## config.mk

```make
export PLATFORM = sky130hd
export DESIGN_NAME = infix_to_postfix_converter_unit
export DESIGN_NICKNAME = d
export VERILOG_FILES = /design/src/sv/itp_pkg.sv /design/src/sv/itp_stack_cell.sv /design/src/sv/itp_op_stack.sv /design/src/sv/infix_to_postfix_converter_unit.sv
export SDC_FILE = /design/constraint.sdc
export NUM_CORES = 1
export LEC_CHECK = 0
export BUFFER_PORTS_ARGS = -buffer_cell sky130_fd_sc_hd__buf_2
export CORE_MARGIN = 2
export CORE_UTILIZATION = 45
export DETAILED_ROUTE_END_ITERATION = 6
export HOLD_SLACK_MARGIN = 0.05
export PLACE_DENSITY = 0.6
export RECOVER_POWER = 25
export SYNTH_ARGS = -nofsm -noshare
export SYNTH_HDL_FRONTEND = slang
export SYNTH_SLANG_ARGS = --single-unit
```

## constraint.sdc

```tcl
create_clock -name clock -period 11.25 [get_ports clock]
set_clock_uncertainty 0.15 [all_clocks]
set_input_delay 1.125 -clock clock [delete_from_list [all_inputs] [get_ports clock]]
set_output_delay 1.125 -clock clock [all_outputs]
set_load 0.01 [all_outputs]
```

## src/sv/itp_pkg.sv

```systemverilog
// Shared types, codes and helpers for the infix-to-postfix converter.
// No dependencies; every other file imports this package.
package itp_pkg;

   // Sizing
   localparam int STACK_DEPTH = 32;
   localparam int MANT_BITS   = 32;
   localparam int CNT_W       = $clog2(STACK_DEPTH + 1);

   typedef logic [3:0]           op_code_type;
   typedef logic [1:0]           kind_type;
   typedef logic [2:0]           err_type;
   typedef logic [7:0]           char_type;
   typedef logic [CNT_W-1:0]     count_type;
   typedef logic [MANT_BITS-1:0] mant_type;

   // Stacked codes: operators, then the open bracket
   localparam op_code_type OP_ADD  = 4'd0;
   localparam op_code_type OP_SUB  = 4'd1;
   localparam op_code_type OP_MUL  = 4'd2;
   localparam op_code_type OP_DIV  = 4'd3;
   localparam op_code_type OP_POW  = 4'd4;
   localparam op_code_type OP_NEG  = 4'd5;
   localparam op_code_type OP_SIN  = 4'd6;
   localparam op_code_type OP_COS  = 4'd7;
   localparam op_code_type OP_SQRT = 4'd8;
   localparam op_code_type OP_LN   = 4'd9;
   localparam op_code_type CODE_LP = 4'd10;

   // Token kinds
   localparam kind_type KIND_NUM = 2'd0;
   localparam kind_type KIND_VAR = 2'd1;
   localparam kind_type KIND_OP  = 2'd2;
   localparam kind_type KIND_END = 2'd3;

   // Error codes
   localparam err_type ERR_NONE     = 3'd0;
   localparam err_type ERR_STACK    = 3'd1;
   localparam err_type ERR_STRAY_RP = 3'd2;
   localparam err_type ERR_OPEN_LP  = 3'd3;
   localparam err_type ERR_NUMBER   = 3'd4;

   // Characters
   localparam char_type CH_ZERO  = 8'd48;
   localparam char_type CH_NINE  = 8'd57;
   localparam char_type CH_A     = 8'd65;
   localparam char_type CH_Z     = 8'd90;
   localparam char_type CH_TILDE = 8'h7E;
   localparam char_type CH_PLUS  = 8'h2B;
   localparam char_type CH_MINUS = 8'h2D;
   localparam char_type CH_STAR  = 8'h2A;
   localparam char_type CH_SLASH = 8'h2F;
   localparam char_type CH_CARET = 8'h5E;
   localparam char_type CH_DOT   = 8'h2E;
   localparam char_type CH_LP    = 8'h28;
   localparam char_type CH_RP    = 8'h29;
   localparam char_type CH_LC_S  = 8'h73;
   localparam char_type CH_LC_C  = 8'h63;
   localparam char_type CH_LC_L  = 8'h6C;
   localparam char_type CH_LC_I  = 8'h69;
   localparam char_type CH_LC_Q  = 8'h71;

   typedef struct packed {
      kind_type    kind;
      logic [31:0] mantissa;
      logic [4:0]  point_digits;
      logic [4:0]  var_index;
      logic        first_use;
      op_code_type op_code;
      err_type     error_code;
   } tok_type;

   typedef struct packed {
      logic        push;
      logic        pop;
      op_code_type code;
   } stk_cmd_type;

   typedef struct packed {
      logic        empty;
      logic        full;
      op_code_type top;
   } stk_stat_type;

   // True when op may be pushed above prev without popping prev first.
   function automatic logic may_sit_on(op_code_type op, op_code_type prev);
      logic ok;
      ok = 1'b0;
      if (prev == CODE_LP) begin
         ok = 1'b1;
      end else if (op == OP_MUL || op == OP_DIV) begin
         ok = (prev == OP_ADD) || (prev == OP_SUB);
      end else if (op == OP_POW) begin
         ok = (prev <= OP_POW);
      end
      return ok;
   endfunction

   function automatic logic is_prefix(op_code_type code);
      return (code >= OP_NEG) && (code <= OP_LN);
   endfunction

   function automatic tok_type mk_op_tok(op_code_type op);
      tok_type t;
      t         = '0;
      t.kind    = KIND_OP;
      t.op_code = op;
      return t;
   endfunction

   function automatic tok_type mk_num_tok(mant_type m, logic [4:0] pd);
      tok_type t;
      t              = '0;
      t.kind         = KIND_NUM;
      t.mantissa     = 32'(m);
      t.point_digits = pd;
      return t;
   endfunction

   function automatic tok_type mk_var_tok(logic [4:0] v, logic first);
      tok_type t;
      t           = '0;
      t.kind      = KIND_VAR;
      t.var_index = v;
      t.first_use = first;
      return t;
   endfunction

   function automatic tok_type mk_end_tok(err_type e);
      tok_type t;
      t            = '0;
      t.kind       = KIND_END;
      t.error_code = e;
      return t;
   endfunction

endpackage

```

## src/sv/itp_stack_cell.sv

```systemverilog
// One entry of the operator stack: holds a code, shifts with its neighbors.
// Depends on itp_pkg.
module itp_stack_cell (
   input  logic                clock,
   input  itp_pkg::stk_cmd_type cmd,
   input  itp_pkg::op_code_type from_above,
   input  itp_pkg::op_code_type from_below,
   output itp_pkg::op_code_type code_out
);
   import itp_pkg::*;

   op_code_type code_ff;

   // Push moves codes down, pop moves them up
   always_ff @(posedge clock) begin
      if (cmd.push) begin
         code_ff <= from_above;
      end else if (cmd.pop) begin
         code_ff <= from_below;
      end
   end

   assign code_out = code_ff;

endmodule

```

## src/sv/itp_op_stack.sv

```systemverilog
// Operator stack built as a row of shifting cells, top at cell zero.
// Depends on itp_pkg and itp_stack_cell.
module itp_op_stack (
   input  logic                  clock,
   input  logic                  reset,
   input  itp_pkg::stk_cmd_type  cmd,
   output itp_pkg::stk_stat_type stat
);
   import itp_pkg::*;

   count_type   count_ff;
   count_type   count_in;
   stk_cmd_type cell_cmd;
   op_code_type codes [STACK_DEPTH];
   logic        full;
   logic        empty;

   assign full  = (count_ff == CNT_W'(STACK_DEPTH));
   assign empty = (count_ff == '0);

   // Drop a push onto a full stack or a pop from an empty one
   always_comb begin
      cell_cmd      = cmd;
      cell_cmd.push = cmd.push && !full;
      cell_cmd.pop  = cmd.pop && !cmd.push && !empty;
      count_in      = count_ff;
      if (cell_cmd.push) begin
         count_in = count_ff + 1'b1;
      end else if (cell_cmd.pop) begin
         count_in = count_ff - 1'b1;
      end
   end

   always_ff @(posedge clock) begin
      if (reset) begin
         count_ff <= '0;
      end else begin
         count_ff <= count_in;
      end
   end

   for (genvar i = 0; i < STACK_DEPTH; i++) begin : g_cell
      op_code_type above;
      op_code_type below;
      if (i == 0) begin : g_top
         assign above = cmd.code;
      end else begin : g_mid
         assign above = codes[i-1];
      end
      if (i == STACK_DEPTH - 1) begin : g_last
         assign below = codes[i];
      end else begin : g_inner
         assign below = codes[i+1];
      end
      itp_stack_cell u_cell (
         .clock      (clock),
         .cmd        (cell_cmd),
         .from_above (above),
         .from_below (below),
         .code_out   (codes[i])
      );
   end

   assign stat.empty = empty;
   assign stat.full  = full;
   assign stat.top   = codes[0];

endmodule

```

## src/sv/infix_to_postfix_converter_unit.sv

```systemverilog
// Infix-to-postfix converter: one character per word in, postfix tokens out.
// Sequencing: digits, '.', skipped characters and a '~', '(', function letter or ignored character
// are handled in the idle state; a letter that ends a number goes through S_VAR; a binary operator
// first pops each operator that cannot stay under it, then is pushed; ')' pops operators up to its
// bracket, then a prefix operator, if any. With the end flag the pending number is flushed, the
// stack is emptied and the end token goes out. A stall on rsp_ready holds the sequencer.
// Reset clears all control state at once; the stack cells themselves are not cleared.
module infix_to_postfix_converter_unit (
   input  logic                 clock,
   input  logic                 reset,
   input  logic                 req_valid,
   output logic                 req_ready,
   input  logic [7:0]           req_char_code,
   input  logic                 req_end_of_expr,
   output logic                 rsp_valid,
   input  logic                 rsp_ready,
   output logic [1:0]           rsp_token_kind,
   output logic [31:0]          rsp_mantissa,
   output logic [4:0]           rsp_point_digits,
   output logic [4:0]           rsp_var_index,
   output logic                 rsp_first_use,
   output logic [3:0]           rsp_op_code,
   output logic [2:0]           rsp_error_code,
   output logic                 rsp_last_of_run
);
   import itp_pkg::*;

   localparam int       ACC_W    = MANT_BITS + 4;
   localparam mant_type MANT_MAX = '1;

   typedef enum logic [3:0] {
      S_IDLE, S_VAR, S_BIN, S_CLOSE, S_CLOSE_FN,
      S_END_NUM, S_END_POP, S_END_TOK, S_FINAL
   } state_type;

   typedef enum logic [1:0] {
      SC_IDLE, SC_SPEND, SC_SKIP1, SC_SKIP2
   } scan_type;

   // Control registers
   state_type   state_ff, state_in;
   scan_type    scan_ff, scan_in;
   logic        held_v_ff, held_v_in;
   logic        rsp_v_ff, rsp_v_in;
   logic        num_active_ff, num_active_in;
   logic        point_ff, point_in;
   logic [4:0]  frac_ff, frac_in;
   mant_type    accum_ff, accum_in;
   logic [25:0] seen_ff, seen_in;
   err_type     err_ff, err_in;
   logic        end_ff, end_in;

   // Payload registers
   tok_type     held_ff, held_in;
   tok_type     rsp_tok_ff, rsp_tok_in;
   logic        rsp_last_ff, rsp_last_in;
   op_code_type op_ff, op_in;
   logic [4:0]  var_ff, var_in;

   stk_cmd_type  stk_cmd;
   stk_stat_type stk_stat;

   logic        fire;
   logic        out_free;
   logic        can_produce;
   logic        produce_en;
   tok_type     produce_tok;
   logic        finalize_en;
   logic        err_set;
   err_type     err_code_set;

   // Character decode
   logic        is_digit;
   logic        is_letter;
   char_type    digit_off;
   char_type    letter_off;
   logic [4:0]  letter_idx;
   mant_type    acc_base;
   logic        point_base;
   logic [4:0]  frac_base;
   logic [ACC_W-1:0] acc_ext;
   logic [ACC_W-1:0] acc_prod;
   tok_type     num_tok;

   assign req_ready   = (state_ff == S_IDLE);
   assign fire        = req_valid && req_ready;
   assign out_free    = !rsp_v_ff || rsp_ready;
   assign can_produce = !held_v_ff || out_free;

   assign is_digit   = (req_char_code >= CH_ZERO) && (req_char_code <= CH_NINE);
   assign is_letter  = (req_char_code >= CH_A) && (req_char_code <= CH_Z);
   assign digit_off  = req_char_code - CH_ZERO;
   assign letter_off = req_char_code - CH_A;
   assign letter_idx = letter_off[4:0];

   // A digit starting a new number begins from zero
   assign acc_base   = num_active_ff ? accum_ff : '0;
   assign point_base = num_active_ff ? point_ff : 1'b0;
   assign frac_base  = num_active_ff ? frac_ff : 5'd0;
   assign acc_ext    = ACC_W'(acc_base);
   assign acc_prod   = (acc_ext << 3) + (acc_ext << 1) + ACC_W'(digit_off[3:0]);
   assign num_tok    = mk_num_tok(accum_ff, frac_ff);

   itp_op_stack u_stack (
      .clock (clock),
      .reset (reset),
      .cmd   (stk_cmd),
      .stat  (stk_stat)
   );

   always_comb begin
      logic     handle;
      logic     act_valid;
      state_type act_state;

      handle        = 1'b0;
      act_valid     = 1'b0;
      act_state     = S_IDLE;
      state_in      = state_ff;
      scan_in       = scan_ff;
      held_v_in     = held_v_ff;
      held_in       = held_ff;
      rsp_v_in      = rsp_v_ff && !rsp_ready;
      rsp_tok_in    = rsp_tok_ff;
      rsp_last_in   = rsp_last_ff;
      num_active_in = num_active_ff;
      point_in      = point_ff;
      frac_in       = frac_ff;
      accum_in      = accum_ff;
      seen_in       = seen_ff;
      err_in        = err_ff;
      end_in        = end_ff;
      op_in         = op_ff;
      var_in        = var_ff;
      stk_cmd       = '0;
      produce_en    = 1'b0;
      produce_tok   = '0;
      finalize_en   = 1'b0;
      err_set       = 1'b0;
      err_code_set  = ERR_NONE;

      unique case (state_ff)
         S_IDLE: begin
            if (fire) begin
               end_in = req_end_of_expr;
               unique case (scan_ff)
                  SC_SKIP2: scan_in = SC_SKIP1;
                  SC_SKIP1: scan_in = SC_IDLE;
                  SC_SPEND: begin
                     if (req_char_code == CH_LC_I) begin
                        stk_cmd.push = 1'b1;
                        stk_cmd.code = OP_SIN;
                        scan_in      = SC_SKIP1;
                     end else if (req_char_code == CH_LC_Q) begin
                        stk_cmd.push = 1'b1;
                        stk_cmd.code = OP_SQRT;
                        scan_in      = SC_SKIP2;
                     end else begin
                        scan_in = SC_IDLE;
                        handle  = 1'b1;
                     end
                  end
                  default: handle = 1'b1;
               endcase

               if (handle) begin
                  if (is_digit) begin
                     num_active_in = 1'b1;
                     point_in      = point_base;
                     frac_in       = frac_base;
                     accum_in      = acc_base;
                     // Drop digits past the longest fraction
                     if (!(point_base && frac_base == 5'd31)) begin
                        frac_in = frac_base + 5'(point_base);
                        if (acc_prod > ACC_W'(MANT_MAX)) begin
                           accum_in     = MANT_MAX;
                           err_set      = 1'b1;
                           err_code_set = ERR_NUMBER;
                        end else begin
                           accum_in = acc_prod[MANT_BITS-1:0];
                        end
                     end
                  end else if (req_char_code == CH_DOT) begin
                     if (!num_active_ff) begin
                        num_active_in = 1'b1;
                        accum_in      = '0;
                        frac_in       = 5'd0;
                     end
                     point_in = 1'b1;
                  end else begin
                     // Any other character ends a pending number
                     if (num_active_ff) begin
                        produce_en  = 1'b1;
                        produce_tok = num_tok;
                     end
                     num_active_in = 1'b0;
                     point_in      = 1'b0;
                     accum_in      = '0;
                     frac_in       = 5'd0;
                     if (is_letter) begin
                        if (num_active_ff) begin
                           var_in    = letter_idx;
                           act_valid = 1'b1;
                           act_state = S_VAR;
                        end else begin
                           produce_en  = 1'b1;
                           produce_tok = mk_var_tok(letter_idx, !seen_ff[letter_idx]);
                           seen_in[letter_idx] = 1'b1;
                        end
                     end else begin
                        unique case (req_char_code)
                           CH_PLUS, CH_MINUS, CH_STAR, CH_SLASH, CH_CARET: begin
                              act_valid = 1'b1;
                              act_state = S_BIN;
                              unique case (req_char_code)
                                 CH_PLUS:  op_in = OP_ADD;
                                 CH_MINUS: op_in = OP_SUB;
                                 CH_STAR:  op_in = OP_MUL;
                                 CH_SLASH: op_in = OP_DIV;
                                 default:  op_in = OP_POW;
                              endcase
                           end
                           CH_TILDE: begin
                              stk_cmd.push = 1'b1;
                              stk_cmd.code = OP_NEG;
                           end
                           CH_LC_C: begin
                              stk_cmd.push = 1'b1;
                              stk_cmd.code = OP_COS;
                              scan_in      = SC_SKIP2;
                           end
                           CH_LC_L: begin
                              stk_cmd.push = 1'b1;
                              stk_cmd.code = OP_LN;
                              scan_in      = SC_SKIP1;
                           end
                           CH_LC_S: scan_in = SC_SPEND;
                           CH_LP: begin
                              stk_cmd.push = 1'b1;
                              stk_cmd.code = CODE_LP;
                           end
                           CH_RP: begin
                              act_valid = 1'b1;
                              act_state = S_CLOSE;
                           end
                           default: ;
                        endcase
                     end
                  end
               end

               if (act_valid) begin
                  state_in = act_state;
               end else if (req_end_of_expr) begin
                  state_in = S_END_NUM;
               end else if (produce_en) begin
                  state_in = S_FINAL;
               end
            end
         end

         S_VAR: begin
            if (can_produce) begin
               produce_en      = 1'b1;
               produce_tok     = mk_var_tok(var_ff, !seen_ff[var_ff]);
               seen_in[var_ff] = 1'b1;
               state_in        = end_ff ? S_END_NUM : S_FINAL;
            end
         end

         // Pop what cannot stay under the new operator, then push it
         S_BIN: begin
            if (!stk_stat.empty && !may_sit_on(op_ff, stk_stat.top)) begin
               if (can_produce) begin
                  stk_cmd.pop = 1'b1;
                  produce_en  = 1'b1;
                  produce_tok = mk_op_tok(stk_stat.top);
               end
            end else begin
               stk_cmd.push = 1'b1;
               stk_cmd.code = op_ff;
               state_in     = end_ff ? S_END_NUM : S_FINAL;
            end
         end

         S_CLOSE: begin
            if (stk_stat.empty) begin
               err_set      = 1'b1;
               err_code_set = ERR_STRAY_RP;
               state_in     = end_ff ? S_END_NUM : S_FINAL;
            end else if (stk_stat.top != CODE_LP) begin
               if (can_produce) begin
                  stk_cmd.pop = 1'b1;
                  produce_en  = 1'b1;
                  produce_tok = mk_op_tok(stk_stat.top);
               end
            end else begin
               stk_cmd.pop = 1'b1;
               state_in    = S_CLOSE_FN;
            end
         end

         // A prefix operator right before the group goes out once here
         S_CLOSE_FN: begin
            if (!stk_stat.empty && is_prefix(stk_stat.top)) begin
               if (can_produce) begin
                  stk_cmd.pop = 1'b1;
                  produce_en  = 1'b1;
                  produce_tok = mk_op_tok(stk_stat.top);
                  state_in    = end_ff ? S_END_NUM : S_FINAL;
               end
            end else begin
               state_in = end_ff ? S_END_NUM : S_FINAL;
            end
         end

         S_END_NUM: begin
            if (!num_active_ff) begin
               state_in = S_END_POP;
            end else if (can_produce) begin
               produce_en    = 1'b1;
               produce_tok   = num_tok;
               num_active_in = 1'b0;
               point_in      = 1'b0;
               accum_in      = '0;
               frac_in       = 5'd0;
               state_in      = S_END_POP;
            end
         end

         // Empty the stack, discarding open brackets
         S_END_POP: begin
            if (stk_stat.empty) begin
               state_in = S_END_TOK;
            end else if (stk_stat.top == CODE_LP) begin
               stk_cmd.pop  = 1'b1;
               err_set      = 1'b1;
               err_code_set = ERR_OPEN_LP;
            end else if (can_produce) begin
               stk_cmd.pop = 1'b1;
               produce_en  = 1'b1;
               produce_tok = mk_op_tok(stk_stat.top);
            end
         end

         S_END_TOK: begin
            if (can_produce) begin
               produce_en    = 1'b1;
               produce_tok   = mk_end_tok(err_ff);
               num_active_in = 1'b0;
               point_in      = 1'b0;
               accum_in      = '0;
               frac_in       = 5'd0;
               scan_in       = SC_IDLE;
               seen_in       = '0;
               err_in        = ERR_NONE;
               state_in      = S_FINAL;
            end
         end

         S_FINAL: begin
            if (!held_v_ff) begin
               state_in = S_IDLE;
            end else if (out_free) begin
               finalize_en = 1'b1;
               state_in    = S_IDLE;
            end
         end

         default: state_in = S_IDLE;
      endcase

      // A push onto a full stack is dropped by the stack itself
      if (stk_cmd.push && stk_stat.full) begin
         err_set      = 1'b1;
         err_code_set = ERR_STACK;
      end
      if (err_set && err_ff == ERR_NONE) begin
         err_in = err_code_set;
      end

      // Hold the newest token back until it is known whether more follow
      if (produce_en) begin
         if (held_v_ff) begin
            rsp_v_in    = 1'b1;
            rsp_tok_in  = held_ff;
            rsp_last_in = 1'b0;
         end
         held_in   = produce_tok;
         held_v_in = 1'b1;
      end else if (finalize_en) begin
         rsp_v_in    = 1'b1;
         rsp_tok_in  = held_ff;
         rsp_last_in = 1'b1;
         held_v_in   = 1'b0;
      end
   end

   always_ff @(posedge clock) begin
      held_ff     <= held_in;
      rsp_tok_ff  <= rsp_tok_in;
      rsp_last_ff <= rsp_last_in;
      op_ff       <= op_in;
      var_ff      <= var_in;
      if (reset) begin
         state_ff      <= S_IDLE;
         scan_ff       <= SC_IDLE;
         held_v_ff     <= 1'b0;
         rsp_v_ff      <= 1'b0;
         num_active_ff <= 1'b0;
         point_ff      <= 1'b0;
         frac_ff       <= 5'd0;
         accum_ff      <= '0;
         seen_ff       <= '0;
         err_ff        <= ERR_NONE;
         end_ff        <= 1'b0;
      end else begin
         state_ff      <= state_in;
         scan_ff       <= scan_in;
         held_v_ff     <= held_v_in;
         rsp_v_ff      <= rsp_v_in;
         num_active_ff <= num_active_in;
         point_ff      <= point_in;
         frac_ff       <= frac_in;
         accum_ff      <= accum_in;
         seen_ff       <= seen_in;
         err_ff        <= err_in;
         end_ff        <= end_in;
      end
   end

   assign rsp_valid        = rsp_v_ff;
   assign rsp_token_kind   = rsp_tok_ff.kind;
   assign rsp_mantissa     = rsp_tok_ff.mantissa;
   assign rsp_point_digits = rsp_tok_ff.point_digits;
   assign rsp_var_index    = rsp_tok_ff.var_index;
   assign rsp_first_use    = rsp_tok_ff.first_use;
   assign rsp_op_code      = rsp_tok_ff.op_code;
   assign rsp_error_code   = rsp_tok_ff.error_code;
   assign rsp_last_of_run  = rsp_last_ff;

   // A new character never finds a token still held back
   a_idle_held_empty: assert property (@(posedge clock) disable iff (reset)
      req_ready |-> !held_v_ff)
      else $error("character accepted with a token still held");

   // The sequencer never pops an empty stack
   a_no_empty_pop: assert property (@(posedge clock) disable iff (reset)
      stk_cmd.pop |-> !stk_stat.empty)
      else $error("pop from empty operator stack");

   // The end token always closes its run
   a_end_is_last: assert property (@(posedge clock) disable iff (reset)
      (rsp_v_ff && rsp_tok_ff.kind == KIND_END) |-> rsp_last_ff)
      else $error("end token not marked last");

   // Only the end token carries an error code
   a_err_on_end_only: assert property (@(posedge clock) disable iff (reset)
      (rsp_v_ff && rsp_tok_ff.kind != KIND_END) |-> (rsp_tok_ff.error_code == ERR_NONE))
      else $error("error code on a non-end token");

   // Issuing the end token clears per-expression state
   a_end_clears: assert property (@(posedge clock) disable iff (reset)
      (state_ff == S_END_TOK && produce_en) |=>
         (seen_ff == '0 && err_ff == ERR_NONE && stk_stat.empty))
      else $error("expression state not cleared after end token");

endmodule

```

# Word-level counts from Yosys, hierarchy flattened
# Cells that the tools add are included.
[word_totals] output_inout_bits=55 ff_bits=325 inputBits=13 word_cells=455
[op_classes] magnitude_cmp=12 bitwise=5 n_eq_ne=49 n_reduce_logical=54 mux=267 addsub=7
[ops] cell="$mux W52" count=17
[ops] cell="$pmux W52 S8" count=1
[ops] cell="$mux W4" count=91
[ops] cell="$mux W32" count=9
[ops] cell="$mux W26" count=8
[ops] cell="$mux W50" count=3
[ops] cell="$pmux W32 S3" count=1
[ops] cell="$mux W1" count=84
[ops] cell="$pmux W26 S3" count=1
[ops] cell="$eq A8 B6 Y1 const B" count=7
[ops] cell="$eq A8 B7 Y1 const B" count=7
[ops] cell="$or A26 B26 Y26" count=2
[ops] cell="$mux W51" count=1
[ops] cell="$mux W5" count=8
[ops] cell="$add A35 B33 Y36" count=1
[ops] cell="$add A36 B4 Y36" count=1
[ops] cell="$gt A36 B32 Y1 const B" count=1
[ops] cell="$pmux W4 S9" count=1
[ops] cell="$mux W3" count=9
[ops] cell="$mux W2" count=11
[ops] cell="$eq A4 B3 Y1 const B" count=5
[ops] cell="$eq A4 B2 Y1 const B" count=4
[ops] cell="$ne A2 B2 Y1 const B" count=8
[ops] cell="$pmux W4 S4" count=1
[ops] cell="other kinds (57)" count=112

# Logic depth before layout (Yosys ltp)
# Gate-level depths: netlist of the first run.
[logic_depth] word_depth=16 depth_mapped=19 depth_no_buf=16

# Cells and area by module
# A second synthesis of the first run with hierarchy kept.
[unflattened] hier_cells=1475 hier_area_um2=16973.8
[modules_own_cells] module="infix_to_postfix_converter_unit" area_per_inst_um2=10998.0 instances=1 seq_area_each_um2=4934.7 cells_per_inst=1132
[modules_own_cells] module="itp_stack_cell" area_per_inst_um2=171.4 instances=32 seq_area_each_um2=120.1 cells_per_inst=9
[modules_own_cells] module="itp_op_stack" area_per_inst_um2=490.5 instances=1 seq_area_each_um2=120.1 cells_per_inst=55

# Worst setup path after synthesis of the first run
# OpenSTA, ideal clock, no wires.
[synth_path] path_type="input port to flip-flop" from="input port req_char_code[0]" to="register u_stack.g_cell[0].u_cell.code_ff[0], enable pin" path_stages=11 arrival_ps=6103 required_ps=10607 setup_slack_ps=4504 path_buffers=2 setup_ps=493 path_cell_list="buf_1 > inv_1 > ha_1 > or4b_2 > clkbuf_1 > o22ai_1 > o2111ai_1 > o211ai_1 > a21o_1 > nand2_1 > nand2_1"
[synth_via] elab_chain_cells=15 elab_cells_between_ends=34 classes_between="order compare (4); eq/ne (7); mux (15); reduce/logical (8)"
[synth_lines] element="start: declaration" line_no="infix_to_postfix_converter_unit.sv:13" rtl="input logic [7:0] req_char_code,"
[synth_lines] element="$eq A8 B7 Y1" line_no="infix_to_postfix_converter_unit.sv:154" rtl="end else if (req_char_code == CH_LC_Q) begin"
[synth_lines] element="$mux W1" line_no="infix_to_postfix_converter_unit.sv:154"
[synth_lines] element="$mux W1" line_no="infix_to_postfix_converter_unit.sv:150" rtl="if (req_char_code == CH_LC_I) begin"
[synth_lines] element="$mux W1" line_no="infix_to_postfix_converter_unit.sv:146" rtl="unique case (scan_ff)"
[synth_lines] element="$mux W1" line_no="infix_to_postfix_converter_unit.sv:211" rtl="unique case (req_char_code)"
[synth_lines] element="$mux W1" line_no="infix_to_postfix_converter_unit.sv:200" rtl="if (is_letter) begin"
[synth_lines] element="$mux W1" line_no="infix_to_postfix_converter_unit.sv:183" rtl="end else if (req_char_code == CH_DOT) begin"
[synth_lines] element="$mux W1" line_no="infix_to_postfix_converter_unit.sv:167" rtl="if (is_digit) begin"
[synth_lines] element="$mux W1 *" line_no="infix_to_postfix_converter_unit.sv:166" rtl="if (handle) begin"
[synth_lines] element="$mux W1 *" line_no="infix_to_postfix_converter_unit.sv:144" rtl="if (fire) begin"
[synth_lines] element="$pmux W1 S2 *" line_no="infix_to_postfix_converter_unit.sv:142" rtl="unique case (state_ff)"
[synth_lines] element="$logic_not A1 Y1" line_no="itp_op_stack.sv:25" rtl="cell_cmd.pop = cmd.pop && !cmd.push && !empty;"
[synth_lines] element="$logic_and A1 B1 Y1 (2 in a row)" line_no="itp_op_stack.sv:25"
[synth_lines] element="$reduce_bool A2 Y1 (no source line) *"
[synth_lines] element="end signal: assignment" line_no="itp_stack_cell.sv:17" rtl="code_ff <= from_above;"
[synth_lines] element="end signal: assignment" line_no="itp_stack_cell.sv:19" rtl="code_ff <= from_below;"
[synth_lines] element="end: declaration" line_no="itp_stack_cell.sv:12" rtl="op_code_type code_ff;"
# Every way passes the cells marked *; elsewhere a longest branch is shown, timed or not. The select of a mux whose other input is x is not followed.
# A chain may end at the register's enable or synchronous reset.

# Worst setup path after layout of the first run
[layout_path] from="input port req_char_code[0]" to="register u_stack.g_cell[24].u_cell.code_ff[2], enable pin"
[layout_via] elab_chain_cells=15 elab_cells_between_ends=34 classes_between="order compare (4); eq/ne (7); mux (15); reduce/logical (8)"
[layout_lines] element="$eq A8 B7 Y1" line_no="infix_to_postfix_converter_unit.sv:154"
[layout_lines] element="$mux W1" line_no="infix_to_postfix_converter_unit.sv:154"
[layout_lines] element="$mux W1" line_no="infix_to_postfix_converter_unit.sv:150"
[layout_lines] element="$mux W1" line_no="infix_to_postfix_converter_unit.sv:146"
[layout_lines] element="$mux W1" line_no="infix_to_postfix_converter_unit.sv:211"
[layout_lines] element="$mux W1" line_no="infix_to_postfix_converter_unit.sv:200"
[layout_lines] element="$mux W1" line_no="infix_to_postfix_converter_unit.sv:183"
[layout_lines] element="$mux W1" line_no="infix_to_postfix_converter_unit.sv:167"
[layout_lines] element="$mux W1 *" line_no="infix_to_postfix_converter_unit.sv:166"
[layout_lines] element="$mux W1 *" line_no="infix_to_postfix_converter_unit.sv:144"
[layout_lines] element="$pmux W1 S2 *" line_no="infix_to_postfix_converter_unit.sv:142"
[layout_lines] element="$logic_not A1 Y1" line_no="itp_op_stack.sv:25"
[layout_lines] element="$logic_and A1 B1 Y1 (2 in a row)" line_no="itp_op_stack.sv:25"
[layout_lines] element="$reduce_bool A2 Y1 (no source line) *"
[layout_lines] element="end signal: assignment" line_no="itp_stack_cell.sv:17"
[layout_lines] element="end signal: assignment" line_no="itp_stack_cell.sv:19"
[layout_lines] element="end: declaration" line_no="itp_stack_cell.sv:12"
# Marks and branches as above.

==> results of run 1 <==
==> per-layer routing <==
layer / up-vias / routed length [um]
met1: 6238 / 18950
met4: 2 / 874
met5: - / 7
met3: 62 / 1962
li1: 6362 / -
met2: 307 / 17820
==> synthesized netlist by cell type (7+ instances only) <==
master and n:
a211oi_1 17, inv_1 19, xnor2_1 28, dfxtp_1 83, buf_2 15, o21ai_0 51, a31oi_1 17, nor2_1 124
xor2_1 12, nand3_1 31, mux4_2 13, nor2b_1 11, clkbuf_1 71, o211ai_1 16, nand2b_1 8, o31ai_1 13
o22ai_1 28, or3_1 11, a21oi_1 118, a21o_1 17, or2_2 7, nand2_1 484, and3_1 7, nand4_1 17
and2_1 80, o21a_1 8, o21ai_1 11, nor3_1 25, edfxtp_1 241, ha_1 77
==> flip-flops by register name, summed over array words and instances, names as in the netlist, 2 cells and up <==
register and count:
scan_ff 2, frac_ff 5, u_stack.count_ff 6, rsp_point_digits 5, op_ff 3, rsp_token_kind 2, rsp_op_code 4, var_ff 5
rsp_var_index 5, u_stack.g_cell.u_cell.code_out 128, accum_ff 32, rsp_mantissa 32, rsp_error_code 3, err_ff 3, state_ff 4, seen_ff 26
held_ff 52
==> through the flow <==
step / utilization / hold slack [ns]
after global placement: 0.4723 / 0.2509
after floorplan: - / 0.2503
final: 0.5047 / 0.2623
after global routing: 0.5047 / 0.2622
after CTS: 0.5066 / 0.2546
after detailed placement: 0.4723 / 0.2545
==> logic make-up after synthesis <==
kind of cell / after synthesis / share of synthesized area
simple gates: 841 / 0.2192
compound gates: 355 / 0.1313
flops: 324 / 0.5223
buf+inv: 114 / 0.02732
fa+ha+maj: 79 / 0.05890
xor+xnor: 40 / 0.02056
mux: 18 / 0.02034
==> power breakdown <==
group	leakage [uW]	internal (uW)	switching [uW]
Clock	0.000632	767	487
Sequential	0.00287	1450	52.0
Combinational	0.00387	96.0	289
Total	0.00738	2310	828
==> layout make-up <==
| class | count | area (um^2) | share of cell area |
|---|---|---|---|
| inverter | 21 | 80.08 | 0.004232 |
| multi-input combinational | 1333 | 7699 | 0.4069 |
| sequential | 324 | 8899 | 0.4703 |
| timing repair buffer | 74 | 317.8 | 0.01680 |
| clock buffer | 48 | 1028 | 0.05436 |
| tap | 511 | 639.4 | 0.03379 |
| clock inverter | 20 | 257.7 | 0.01362 |
==> cells in the final DEF (no fill, tap or decap), drive strengths merged, types with 28 or more instances in the layout <==
cell    instances
a21oi         122
clkbuf        104
nand2         484
edfxtp        241
o22ai          28
ha             77
nor2          124
and2           84
xnor2          28
nand3          31
dfxtp          83
o21ai          62
==> worst paths after layout <==
kind,startpoint,end,slack [ns],depth (start not counted)
worst max-delay path,req_char_code[0],u_stack.g_cell[24].u_cell.code_out[2],5.27,11
worst min-delay path,held_ff[45],rsp_mantissa[27],0.26,0
worst max register to register,num_active_ff,accum_ff[25],5.75,13
worst min register to register,held_ff[45],rsp_mantissa[27],0.26,0
==> qor.csv, run 1 <==
metric;value;unit
area_delta_synth_final;11.06;%
post-cts-setup-buffers;0;
crit_fanout;78;
worstHoldPathType;register to register;
endpoint_kind;register;
antenna_found_initial;1;
crit_type;input port to register;
clkSlewWorstSetupHoldPaths;0.06;ns
max_stage_delay;0.84;ns
dp_hpwl;27.45;mm
grt_pass1_vias;12310;
grt_usage;0.2032;
synth_edf_count;241;
fmax;167.3;MHz
fp.dieH;198.6;um
totalWireLength;39.62;mm
cts_sinks;324;
critPathArrivalTime;6.00;ns
synth_top_area_frac;0.4248;
critPathBufInv;3;
place_ws;5.125;ns
io_buffers;67;
relSlewSlack;0.1134;
nNetsFinal;1883;
status;finished, final reports clean;
met3_usage;0.03849;
numCtsBuffers;37;
avgSynthCellArea;9.620;um^2
crit_path_start_kind;input port;
setup_tns;0;ns
grt_pass1_wl;64.45;mm
rsz0062_at_grt;false;
clk_path_buf_depth;3;
cts_tree;done;
leakagePower;0.007380;uW
hold_viol;0;
dpl_cell_area;17700;um^2
drt_first_pass_iters;7;
drtIter0Drc;1017;
fin_area;18920;um^2
crit_slowest_cell;nand2_4;
initial_utilization;0.4544;
final.min_clock_period;5.979;ns
post_layout_nonfiller_instances;2331;
setup_viol;0;
layout-drive-gt1-share;0.06484;
ys_warn_count;0;
busiest_layer;met2;
syn_nets;1863;
coreArea;37490;um^2
grt_max_degree;99;
vias_per_cell;5.565;
drc;0;
die_x;198.6;um
top_level_ports;68;
cts_resized;0;
synth_area_leader_cell;edfxtp_1;
overflow;0;
powerDensity;166.1;nW/um^2
crit_required;11.28;ns
cap_viol_max_count;0;
irDropWorstVdd;0.0001078;V
wire_per_inst;17.00;um
min_period_over_period;0.5315;
worstPathCellList;clkbuf_1 -> inv_1 -> ha_1 -> o21ba_2 -> o21ai_0 -> o2111ai_1 -> o211ai_1 -> a21o_1 -> nand2_4 -> nand2_4 -> buf_4;
synthArstFlopShare;0;
vias;12970;
nFillCells;3531;
slew_violations;0;
placed_cells;2263;
dieArea;39430;um^2
grtUsageMet2;0.3121;
ys_types;80;
syn_inst;1771;
ys_ff_latch;324;
ant_nets;0;
netlist_area;17040;um^2
worstMarginPinSlew;1.330;ns
place_congestion;0.9179;
htreeDepth;2;
setup_ws;5.271;ns
worst_path_most_repeated_cell;nand2_4;
antennaDiodeCount;0;
grt_util_met1;0.2921;
rows;71;
hold_buffers;0;
synth.area.top_cells;edfxtp_1 42%, nand2_1 11%, dfxtp_1 9.8%;
ys_seq_area_frac;0.5223;
path_delay_family;buffers and inverters;
clock_latency;0.55;ns
root_buffer;clkbuf_16;
synth_ff_type;edfxtp_1;
power;3142;uW
(Power assumes the default switching activity.)
==> run 2, diff against run 1 <==
Clock period 11.25 ns to 6 ns, I/O delays scaled along.
==> run 2 against run 1 <==
- largest cell class unchanged
- clock-buffer cell count down 5
- sequential power grew 88%
- sequential cell count did not move
- critical path type unchanged
==> qor.csv, run 2 (synthesis gave the netlist of run 1 again) <==
metric;value;unit
status;finished, final reports clean;
setup_viol;0;
slew_violations;0;
irDropWorstVdd;0.0001862;V
largest_reg_flops;128;
leakagePower;0.007366;uW
setup_tns;0;ns
layout-drive-gt1-share;0.06630;
overflow;0;
area_delta_synth_final;11.00;%
reg2reg_to;accum_ff[25];
hold_viol;0;
crit_required;6.09;ns
holdPathStages;3;
totalWireLength;39.67;mm
critPathArrivalTime;5.19;ns
whs_endpoint;end_ff;
crit_type;input port to register;
cts_tree;done;
drtIter0Drc;851;
dieArea;39430;um^2
worstMarginPinSlew;1.395;ns
crit_path_start_kind;input port;
crit_fanout;38;
drc;0;
antennaDiodeCount;0;
die_x;198.6;um
grt_pass1_wl;64.38;mm
fp.dieH;198.6;um
grt_usage;0.2025;
regToRegSetupSlack;1.04;ns
hold_start;req_end_of_expr;
vias;12940;
hold_buffers;0;
final.min_clock_period;5.105;ns
power;5781;uW
root_buffer;clkbuf_16;
most-common-layout-cells;482 x nand2_1, 241 x edfxtp_1, 124 x nor2_1;
coreArea;37490;um^2
top_level_ports;68;
nNetsFinal;1889;
numCtsBuffers;36;
drt_first_pass_iters;6;
clkSlewWorstSetupHoldPaths;0.06;ns
place_congestion;0.9019;
cap_viol_max_count;0;
rows;71;
vias_per_cell;5.540;
wire_per_inst;16.98;um
htreeDepth;2;
timing.rr.start;num_active_ff;
relSlewSlack;0.07032;
powerDensity;305.7;nW/um^2
dp_hpwl;27.80;mm
min_period_over_period;0.8508;
final_common_cell;nand2_1;
fin_util;0.5044;
nFillCells;3522;
antenna_found_initial;1;
cts_resized;0;
endpoint_kind;register;
clock_latency;0.54;ns
fmax;195.9;MHz
ant_nets;0;
grt_max_degree;125;
grt_pass1_vias;12490;
worstHoldPathType;input port to register;
rr_worst_depth;14;
cts_sinks;324;
rsz0062_at_grt;false;
holdWs;0.1918;ns
initial_utilization;0.4544;
clk_path_buf_depth;3;
io_buffers;67;
post-cts-setup-buffers;0;
-- run 2: metrics by stage --
step                      instance area, um^2  setup slack, ns  std cells
after global routing                    18910           0.5003       2336
after CTS                               18980            1.053       2336
after floorplan                         17040           0.1190       1771
after detailed placement                17780           0.9288       2270
after global placement                  17780            1.023       2270
final                                   18910           0.8952       2336
-- run 2: final cells by class --
type                    instances  area (um^2)  area share
flip-flops and latches        324         8899      0.4706
multi-input cells            1333         7699      0.4071
clock buffers                  43        947.2     0.05009
well taps                     511        639.4     0.03381
repair buffers                 81        395.4     0.02091
clock inverters                23        251.5     0.01330
inverters                      21        80.08    0.004234
-- run 2: worst max path at each step --
stage,slack [ns],startpoint,endpoint,cells after the start
floorplan,0.12,req_char_code[0],rsp_error_code[0],10
global placement,1.02,req_char_code[0],u_stack.g_cell[28].u_cell.code_out[1],15
detailed placement,0.93,req_char_code[0],u_stack.g_cell[29].u_cell.code_out[3],15
CTS,1.05,num_active_ff,accum_ff[25],14
global route,0.50,req_char_code[0],held_ff[49],11
finish,0.90,req_char_code[0],held_ff[49],11
-- run 2: per-layer routing --
| layer | global-route usage | vias to the layer above | routed length (um) |
|---|---|---|---|
| li1 | - | 6373 | - |
| met3 | 0.03442 | 68 | 1804 |
| met2 | 0.3201 | 269 | 18160 |
| met1 | 0.2849 | 6230 | 18800 |
| met5 | 0 | - | 13 |
| met4 | 0.06247 | 2 | 894 |
-- run 2: worst max-delay path, stage by stage --
cell	delay, ns
clkbuf_1	0.72
ha_1	0.44
nor2b_1	0.36
a41o_1	0.28
or2_0	1.05
nor2_1	0.25
o21a_1	0.26
buf_4	0.23
and4b_1	0.42
inv_2	0.21
buf_4	0.33
-- run 2: report_power, final --
part	internal [uW]	switching, uW	total, uW	leakage [uW]
logic	189	541	730	0.00391
clock network	1320	914	2230	0.000587
registers	2720	104	2820	0.00287
